===== config.mk =====
export PLATFORM = sky130hd
export DESIGN_NAME = imu_frame_parser_top
export DESIGN_NICKNAME = d
export VERILOG_FILES = /design/src/hdl/imufp_pkg.sv /design/src/hdl/imufp_cfg.sv /design/src/hdl/imufp_parser.sv /design/src/hdl/imufp_out_buf.sv /design/src/hdl/imu_frame_parser_top.sv
export SDC_FILE = /design/constraint.sdc
export NUM_CORES = 1
export LEC_CHECK = 0
export ABC_AREA = 1
export ABC_CLOCK_PERIOD_IN_PS = 4500
export BUFFER_PORTS_ARGS = -buffer_cell sky130_fd_sc_hd__buf_2
export CORE_MARGIN = 3
export CORE_UTILIZATION = 55
export CTS_BUF_LIST = sky130_fd_sc_hd__clkbuf_16
export DETAILED_ROUTE_END_ITERATION = 10
export PLACE_DENSITY = 0.74
export SYNTH_ARGS = -nofsm -noshare
export SYNTH_HDL_FRONTEND = slang
export SYNTH_SLANG_ARGS = --single-unit

===== constraint.sdc =====
create_clock -name clk -period 4.5 [get_ports clk]
set_clock_uncertainty 0.2 [all_clocks]
set_input_delay 0.225 -clock clk [delete_from_list [all_inputs] [get_ports clk]]
set_output_delay 0.225 -clock clk [all_outputs]
set_load 0.01 [all_outputs]

===== src/hdl/imufp_pkg.sv =====
// Shared types and constants for the IMU frame parser.
package imufp_pkg;

  localparam int MAX_BODY_DEF = 64;
  localparam int CFG_IDX_W    = 2;

  localparam logic [CFG_IDX_W-1:0] CFG_HEADER_FIRST  = 2'd0;
  localparam logic [CFG_IDX_W-1:0] CFG_HEADER_SECOND = 2'd1;
  localparam logic [CFG_IDX_W-1:0] CFG_EULER_CODE    = 2'd2;

  localparam logic [7:0] HEADER_FIRST_RST  = 8'd85;
  localparam logic [7:0] HEADER_SECOND_RST = 8'd170;
  localparam logic [7:0] EULER_CODE_RST    = 8'd1;

  // Frame overhead counted by the length byte: two headers, length, function.
  localparam logic [7:0] FRAME_OVERHEAD = 8'd4;
  // Body positions that carry the yaw word, and the smallest body holding it
  // plus the checksum byte.
  localparam int YAW_FIRST_IDX  = 8;
  localparam int YAW_LAST_IDX   = 11;
  localparam int YAW_MIN_BODY   = 13;

  typedef enum logic [2:0] {
    PH_HUNT1,
    PH_HUNT2,
    PH_LEN,
    PH_FUNC,
    PH_BODY
  } phase_t;

  typedef struct packed {
    logic [7:0] header_first;
    logic [7:0] header_second;
    logic [7:0] euler_code;
  } cfg_t;

  typedef struct packed {
    logic [7:0]  frame_code;
    logic        sum_ok;
    logic        yaw_updated;
    logic [31:0] yaw_raw_bits;
  } res_t;

endpackage


===== src/hdl/imufp_cfg.sv =====
// Configuration register file for the IMU frame parser.
module imufp_cfg (
  input  logic                                clk,
  input  logic                                rst,
  input  logic                                wr_en,
  input  logic [imufp_pkg::CFG_IDX_W-1:0]     wr_index,
  input  logic [7:0]                          wr_data,
  output imufp_pkg::cfg_t                     cfg
);

  always_ff @(posedge clk) begin
    if (rst) begin
      cfg.header_first  <= imufp_pkg::HEADER_FIRST_RST;
      cfg.header_second <= imufp_pkg::HEADER_SECOND_RST;
      cfg.euler_code    <= imufp_pkg::EULER_CODE_RST;
    end else if (wr_en) begin
      case (wr_index)
        imufp_pkg::CFG_HEADER_FIRST:  cfg.header_first  <= wr_data;
        imufp_pkg::CFG_HEADER_SECOND: cfg.header_second <= wr_data;
        imufp_pkg::CFG_EULER_CODE:    cfg.euler_code    <= wr_data;
        default: ;
      endcase
    end
  end

endmodule


===== src/hdl/imufp_parser.sv =====
// Byte-at-a-time frame state machine with running checksum and yaw capture.
module imufp_parser #(
  parameter int MAX_BODY = imufp_pkg::MAX_BODY_DEF
) (
  input  logic              clk,
  input  logic              rst,
  input  logic              byte_en,
  input  logic [7:0]        byte_in,
  input  imufp_pkg::cfg_t   cfg,
  output logic              res_valid,
  output imufp_pkg::res_t   res
);

  localparam int IDX_W = $clog2(MAX_BODY);

  imufp_pkg::phase_t phase, phase_next;
  logic [7:0]        length_byte, length_byte_next;
  logic [7:0]        code_byte, code_byte_next;
  logic [IDX_W-1:0]  body_index, body_index_next;
  logic [7:0]        running_sum, running_sum_next;
  logic [31:0]       yaw_staging, yaw_staging_next;
  logic [31:0]       yaw_committed, yaw_committed_next;

  logic [7:0] dlen;
  logic [8:0] idx_plus1;
  logic       bad_len;
  logic       ok;
  logic       upd;

  assign dlen      = (length_byte >= imufp_pkg::FRAME_OVERHEAD) ?
                     length_byte - imufp_pkg::FRAME_OVERHEAD : 8'd0;
  assign bad_len   = (dlen == 8'd0) || (9'(dlen) > 9'(MAX_BODY));
  assign idx_plus1 = 9'(body_index) + 9'd1;
  assign ok        = (running_sum == byte_in);
  assign upd       = ok && (code_byte == cfg.euler_code) &&
                     (9'(dlen) >= 9'(imufp_pkg::YAW_MIN_BODY));

  always_comb begin
    phase_next         = phase;
    length_byte_next   = length_byte;
    code_byte_next     = code_byte;
    body_index_next    = body_index;
    running_sum_next   = running_sum;
    yaw_staging_next   = yaw_staging;
    yaw_committed_next = yaw_committed;
    res_valid          = 1'b0;
    res.frame_code     = code_byte;
    res.sum_ok         = ok;
    res.yaw_updated    = upd;
    res.yaw_raw_bits   = upd ? yaw_staging_next : yaw_committed;
    if (byte_en) begin
      case (phase)
        imufp_pkg::PH_HUNT1: begin
          if (byte_in == cfg.header_first) phase_next = imufp_pkg::PH_HUNT2;
        end
        imufp_pkg::PH_HUNT2: begin
          phase_next = (byte_in == cfg.header_second) ? imufp_pkg::PH_LEN
                                                      : imufp_pkg::PH_HUNT1;
        end
        imufp_pkg::PH_LEN: begin
          length_byte_next = byte_in;
          phase_next       = imufp_pkg::PH_FUNC;
        end
        imufp_pkg::PH_FUNC: begin
          code_byte_next   = byte_in;
          body_index_next  = '0;
          running_sum_next = cfg.header_first + cfg.header_second + length_byte + byte_in;
          phase_next       = imufp_pkg::PH_BODY;
        end
        imufp_pkg::PH_BODY: begin
          if (bad_len) begin
            // The first body byte is swallowed and the hunt starts over.
            phase_next = imufp_pkg::PH_HUNT1;
          end else begin
            if (body_index >= IDX_W'(imufp_pkg::YAW_FIRST_IDX) &&
                body_index <= IDX_W'(imufp_pkg::YAW_LAST_IDX)) begin
              yaw_staging_next[8*body_index[1:0] +: 8] = byte_in;
            end
            if (idx_plus1 < 9'(dlen)) begin
              running_sum_next = running_sum + byte_in;
              body_index_next  = idx_plus1[IDX_W-1:0];
            end else begin
              // Last body byte is the checksum.
              if (upd) yaw_committed_next = yaw_staging_next;
              phase_next      = imufp_pkg::PH_HUNT1;
              body_index_next = '0;
              res_valid       = 1'b1;
            end
          end
        end
        default: phase_next = imufp_pkg::PH_HUNT1;
      endcase
    end
  end

  always_ff @(posedge clk) begin
    if (rst) begin
      phase         <= imufp_pkg::PH_HUNT1;
      length_byte   <= '0;
      code_byte     <= '0;
      body_index    <= '0;
      running_sum   <= '0;
      yaw_staging   <= '0;
      yaw_committed <= '0;
    end else begin
      phase         <= phase_next;
      length_byte   <= length_byte_next;
      code_byte     <= code_byte_next;
      body_index    <= body_index_next;
      running_sum   <= running_sum_next;
      yaw_staging   <= yaw_staging_next;
      yaw_committed <= yaw_committed_next;
    end
  end

endmodule


===== src/hdl/imufp_out_buf.sv =====
// Result register with a skid stage so input bytes keep flowing under a stall.
module imufp_out_buf (
  input  logic              clk,
  input  logic              rst,
  input  logic              push,
  input  imufp_pkg::res_t   push_data,
  output logic              full,
  output logic              out_valid,
  input  logic              out_stall,
  output imufp_pkg::res_t   out_data
);

  logic            skid_valid;
  imufp_pkg::res_t skid_data;
  logic            pop;

  assign pop  = out_valid && !out_stall;
  assign full = skid_valid;

  always_ff @(posedge clk) begin
    if (rst) begin
      out_valid  <= 1'b0;
      skid_valid <= 1'b0;
    end else if (!out_valid || pop) begin
      // No push can arrive while the skid stage is occupied.
      if (skid_valid) begin
        out_valid  <= 1'b1;
        skid_valid <= 1'b0;
      end else begin
        out_valid <= push;
      end
    end else if (push) begin
      skid_valid <= 1'b1;
    end
  end

  always_ff @(posedge clk) begin
    if (!out_valid || pop) begin
      out_data <= skid_valid ? skid_data : push_data;
    end
    if (out_valid && !pop && push) begin
      skid_data <= push_data;
    end
  end

endmodule


===== src/hdl/imu_frame_parser_top.sv =====
// IMU frame parser: accepts one byte per cycle unless stalled and reports each finished frame.
// A frame result is registered into the result register or its skid stage when its checksum byte is taken.
// Throughput: one byte per cycle; the input stalls only when both the result
// register and its skid stage hold undelivered results.
// Reset (rst, synchronous) restores the default header and Euler codes, returns
// the parser to the first-header hunt and clears the committed yaw word.
module imu_frame_parser_top #(
  parameter int MAX_BODY = imufp_pkg::MAX_BODY_DEF
) (
  input  logic                             clk,
  input  logic                             rst,
  input  logic                             in_valid,
  output logic                             in_stall,
  input  logic [7:0]                       rx_byte,
  output logic                             out_valid,
  input  logic                             out_stall,
  output logic [7:0]                       frame_code,
  output logic                             sum_ok,
  output logic                             yaw_updated,
  output logic [31:0]                      yaw_raw_bits,
  input  logic                             cfg_valid,
  output logic                             cfg_ready,
  input  logic [imufp_pkg::CFG_IDX_W-1:0]  cfg_index,
  input  logic [7:0]                       cfg_data
);

  imufp_pkg::cfg_t cfg;
  imufp_pkg::res_t res;
  imufp_pkg::res_t out_data;
  logic            res_valid;
  logic            buf_full;
  logic            in_accept;

  assign cfg_ready = 1'b1;
  assign in_stall  = buf_full;
  assign in_accept = in_valid && !in_stall;

  imufp_cfg u_cfg (
    .clk      (clk),
    .rst      (rst),
    .wr_en    (cfg_valid && cfg_ready),
    .wr_index (cfg_index),
    .wr_data  (cfg_data),
    .cfg      (cfg)
  );

  imufp_parser #(.MAX_BODY(MAX_BODY)) u_parser (
    .clk       (clk),
    .rst       (rst),
    .byte_en   (in_accept),
    .byte_in   (rx_byte),
    .cfg       (cfg),
    .res_valid (res_valid),
    .res       (res)
  );

  imufp_out_buf u_out (
    .clk       (clk),
    .rst       (rst),
    .push      (res_valid),
    .push_data (res),
    .full      (buf_full),
    .out_valid (out_valid),
    .out_stall (out_stall),
    .out_data  (out_data)
  );

  assign frame_code   = out_data.frame_code;
  assign sum_ok       = out_data.sum_ok;
  assign yaw_updated  = out_data.yaw_updated;
  assign yaw_raw_bits = out_data.yaw_raw_bits;

endmodule


==> flow_summary.ini <==
[critical_path]
critPathLaunchType = register
cp_top_family = simple AND/OR/NAND/NOR gates
worstPathArrival_ns = 3.73
crit_path_cell_trace = inv_1 -> ha_1 -> ha_1 -> a21oi_1 -> o21ai_0 -> nand3_1 -> nand2_1 -> inv_2 -> nand2_2 -> buf_4 -> nand2_1 -> nand3_2 -> nand2_1 -> nand2_1 -> nor2_1
crit_type = register to register
r2r_end = u_parser.running_sum[7]
endpoint_kind = register
cp_num_cells = 15
cp_slowest_cell = dfxtp_1
crit_buf_inv = 3
max_stage_delay_ns = 0.74
path_common_cell = nand2_1
critical_path_required_ns = 4.69
r2r_cells = 15
r2r_start = u_parser.body_index[0]
rrSetupSlack_ns = 0.96
cp_max_fo = 33

[grt]
grt_pass1_vias = 8086
grt_max_degree = 62
grt_pass1_wl_um = 39700
antenna_found_initial = 0
overflow = 0
grtUsageTotal_pct = 23.5

[layout]
nets = 1421
layout-drive-gt1-share_pct = 10.9
antennaDiodeCount = 0
area_delta_synth_final_pct = 12.2

[sta]
layout_min_cycle_time_ns = 3.54
fmax_mhz = 282
layout_setup_ws_ns = 0.958
fin_tns_setup_ns = 0
tightest_slew_ns = 0.931
rsz0062_at_grt = no
slew_headroom_pct = 37.4
setup_viol = 0
hold_violations = 0
post-route-period-util_pct = 78.7
final_max_slew_viol_count = 0

[clock_tree]
cts_tree = yes
cts_buffers = 22
cts_max_path_buffers = 3
clk_pin_slew_worst_paths_ns = 0.06
htree_levels = 1
cts_setup_buffers = 0
cts_root_buffer = clkbuf_16
clock_sinks = 207
worstSkewPairLatency_ns = 0.49

[place]
port_buffers = 66
dp_hpwl_um = 16000
gp_congestion = 0.928
place_ws_ns = 0.962

[route]
drc_errors = 0
drtIter0Drc = 656
routed_wl_um = 23800
first_pass_iters = 7
via_per_inst = 5.37
wl_per_cell_um = 14.9
ant_nets = 0
vias = 8552

[floorplanning]
start_util_pct = 57.2
die_area_mm2 = 0.0208
die_w_um = 144
die_h_um = 144
coreArea_mm2 = 0.0183
pin_count = 68
num_rows = 49

[logic_synthesis]
postSynthCellCount = 1289
avgSynthCellArea_um2 = 8.14
synth_area_mm2 = 0.0105
synth_edf_count = 84
seq_area_frac_synth_pct = 47.5
synthFlopType = dfxtp_1
synthArstFlopShare_pct = 0
synth_cell_types = 40
syn-num-nets = 1362
ys_ff_latch = 207
yosysWarnings = 0

[min_path]
min_to = u_cfg.cfg[21]
min_from = cfg_index[1]
hold_depth = 4
min-delay-path-class = primary input to register

[power_and_ir_drop]
power.leakage_nw = 5.35
pwr_density_cell_mw_per_mm2 = 489
vdd_drop_max_v = 0.000492

[flow_run]
max_cap_violations = 0

[status]
status = finished, final reports clean
==> cell usage in the layout, fill, tap and decap left out, drive strengths merged <==
cell type,netlist,layout
a21boi,1,1
a21o,3,3
a21oi,77,77
a31oi,19,19
a32oi,1,1
buf,40,77
bufinv,0,2
clkbuf,22,23
clkinv,1,11
conb,1,1
dfxtp,123,123
dlygate4sd3,0,20
edfxtp,84,84
fa,15,15
ha,35,35
inv,87,92
nand2,349,349
nand3,42,42
nand3b,1,1
nand4,44,44
nor2,202,202
nor3,9,9
nor3b,1,1
nor4,3,3
o21ai,95,95
o21bai,2,2
o22ai,2,2
xnor2,22,22
xor2,8,8
==> worst max path at each step <==
stage | from | endpoint
3_3_place_gp | u_parser.length_byte[2] | u_out.skid_data[16]
4_1_cts | u_parser.length_byte[2] | u_out.skid_data[13]
6_report | u_parser.body_index[0] | u_parser.running_sum[7]
3_5_place_dp | u_parser.length_byte[2] | u_parser.running_sum[7]
5_1_grt | u_parser.length_byte[2] | u_parser.running_sum[3]
2_1_floorplan | u_parser.length_byte[2] | u_out.skid_data[0]
==> cell families after synthesis <==
family,Yosys count,synth area share (%)
flip-flops,207,47.5
AO/OA/AOI/OAI,200,10.4
AND/OR/NAND/NOR,651,25.9
other,1,0.0357
buffers and inverters,150,6.49
XOR/XNOR,30,2.58
adder cells (fa/ha/maj),50,7.04
==> what timing repair did <==
item | in CTS | in global routing
hold buffers | 20 | 0
resized for setup | 0 | 0
endpoints found under the setup margin | 0 | 0
endpoints found under the hold margin | 39 | 0
==> synth_stat cells, types with 7 or more instances <==
cell type	instances	area (um^2)
o21ai_0	72	360
buf_2	16	80.1
nand2_1	344	1290
a31oi_1	19	119
edfxtp_1	84	2520
nor3_1	9	45.0
nand4_1	44	275
buf_6	9	101
dfxtp_1	123	2460
o21ai_2	13	114
fa_1	15	300
buf_1	7	26.3
xnor2_1	21	184
buf_4	8	60.1
nand3_1	36	180
clkbuf_1	22	82.6
inv_1	81	304
o21ai_1	10	50.1
nor2_1	197	739
a21oi_1	77	385
ha_1	35	438
xor2_1	8	70.1
==> sequential cells by signal (all words and copies together), names as in the netlist <==
signal and cells:
u_parser.length_byte 8, u_out.skid_data 42, u_parser.yaw_committed 32, u_cfg.cfg 24, u_parser.code_byte 8, u_out.out_data 42, u_parser.running_sum 8, u_parser.body_index 6
u_out.full 1, u_parser.yaw_staging 32, u_out.out_valid 1, u_parser.phase 3
==> routing by layer <==
| layer | vias up | wire [um] | GRT usage, % |
|---|---|---|---|
| met5 | - | 0 | 0 |
| li1 | 4376 | - | - |
| met4 | 0 | 608 | 6.64 |
| met3 | 38 | 1280 | 3.11 |
| met1 | 3935 | 11100 | 33.3 |
| met2 | 203 | 10800 | 38.1 |
==> where the power goes <==
group / leakage (nW) / internal (mW) / switching (mW)
combinational: 3.02 / 0.567 / 1.25
sequential: 1.97 / 2.07 / 0.130
clock: 0.366 / 1.04 / 0.711
total: 5.35 / 3.67 / 2.09
==> worst register-to-register path: stages (launching register included) <==
cell	delay [ns]
dfxtp_1	0.74
inv_1	0.33
ha_1	0.47
ha_1	0.18
a21oi_1	0.07
o21ai_0	0.17
nand3_1	0.09
nand2_1	0.08
inv_2	0.04
nand2_2	0.08
buf_4	0.35
nand2_1	0.17
nand3_2	0.27
nand2_1	0.10
nand2_1	0.07
nor2_1	0.05
==> area by class of cell <==
cell class              instances  area [um^2]
clock buffers                  23          576
clock inverters                17          126
fillers                      1543         6560
inverters                      88          330
multi-input cells             932         4840
flip-flops and latches        207         4980
well taps                     229          287
repair buffers                 97          626
==> per-stage QoR <==
stage               utilization, %  total power [mW]  hold slack [ns]  instances  area [um^2]
floorplan                        -              3.63           0.0941       1289        10500
global placement              59.3              4.00            0.258       1533        10900
detailed placement            59.3              4.04            0.267       1533        10900
CTS                           64.2              5.79          0.00149       1593        11800
global route                  64.2              6.13           0.0432       1593        11800
finish                        64.2              5.76           0.0125       1593        11800
No activity file was read; power rests on OpenSTA's default activity.
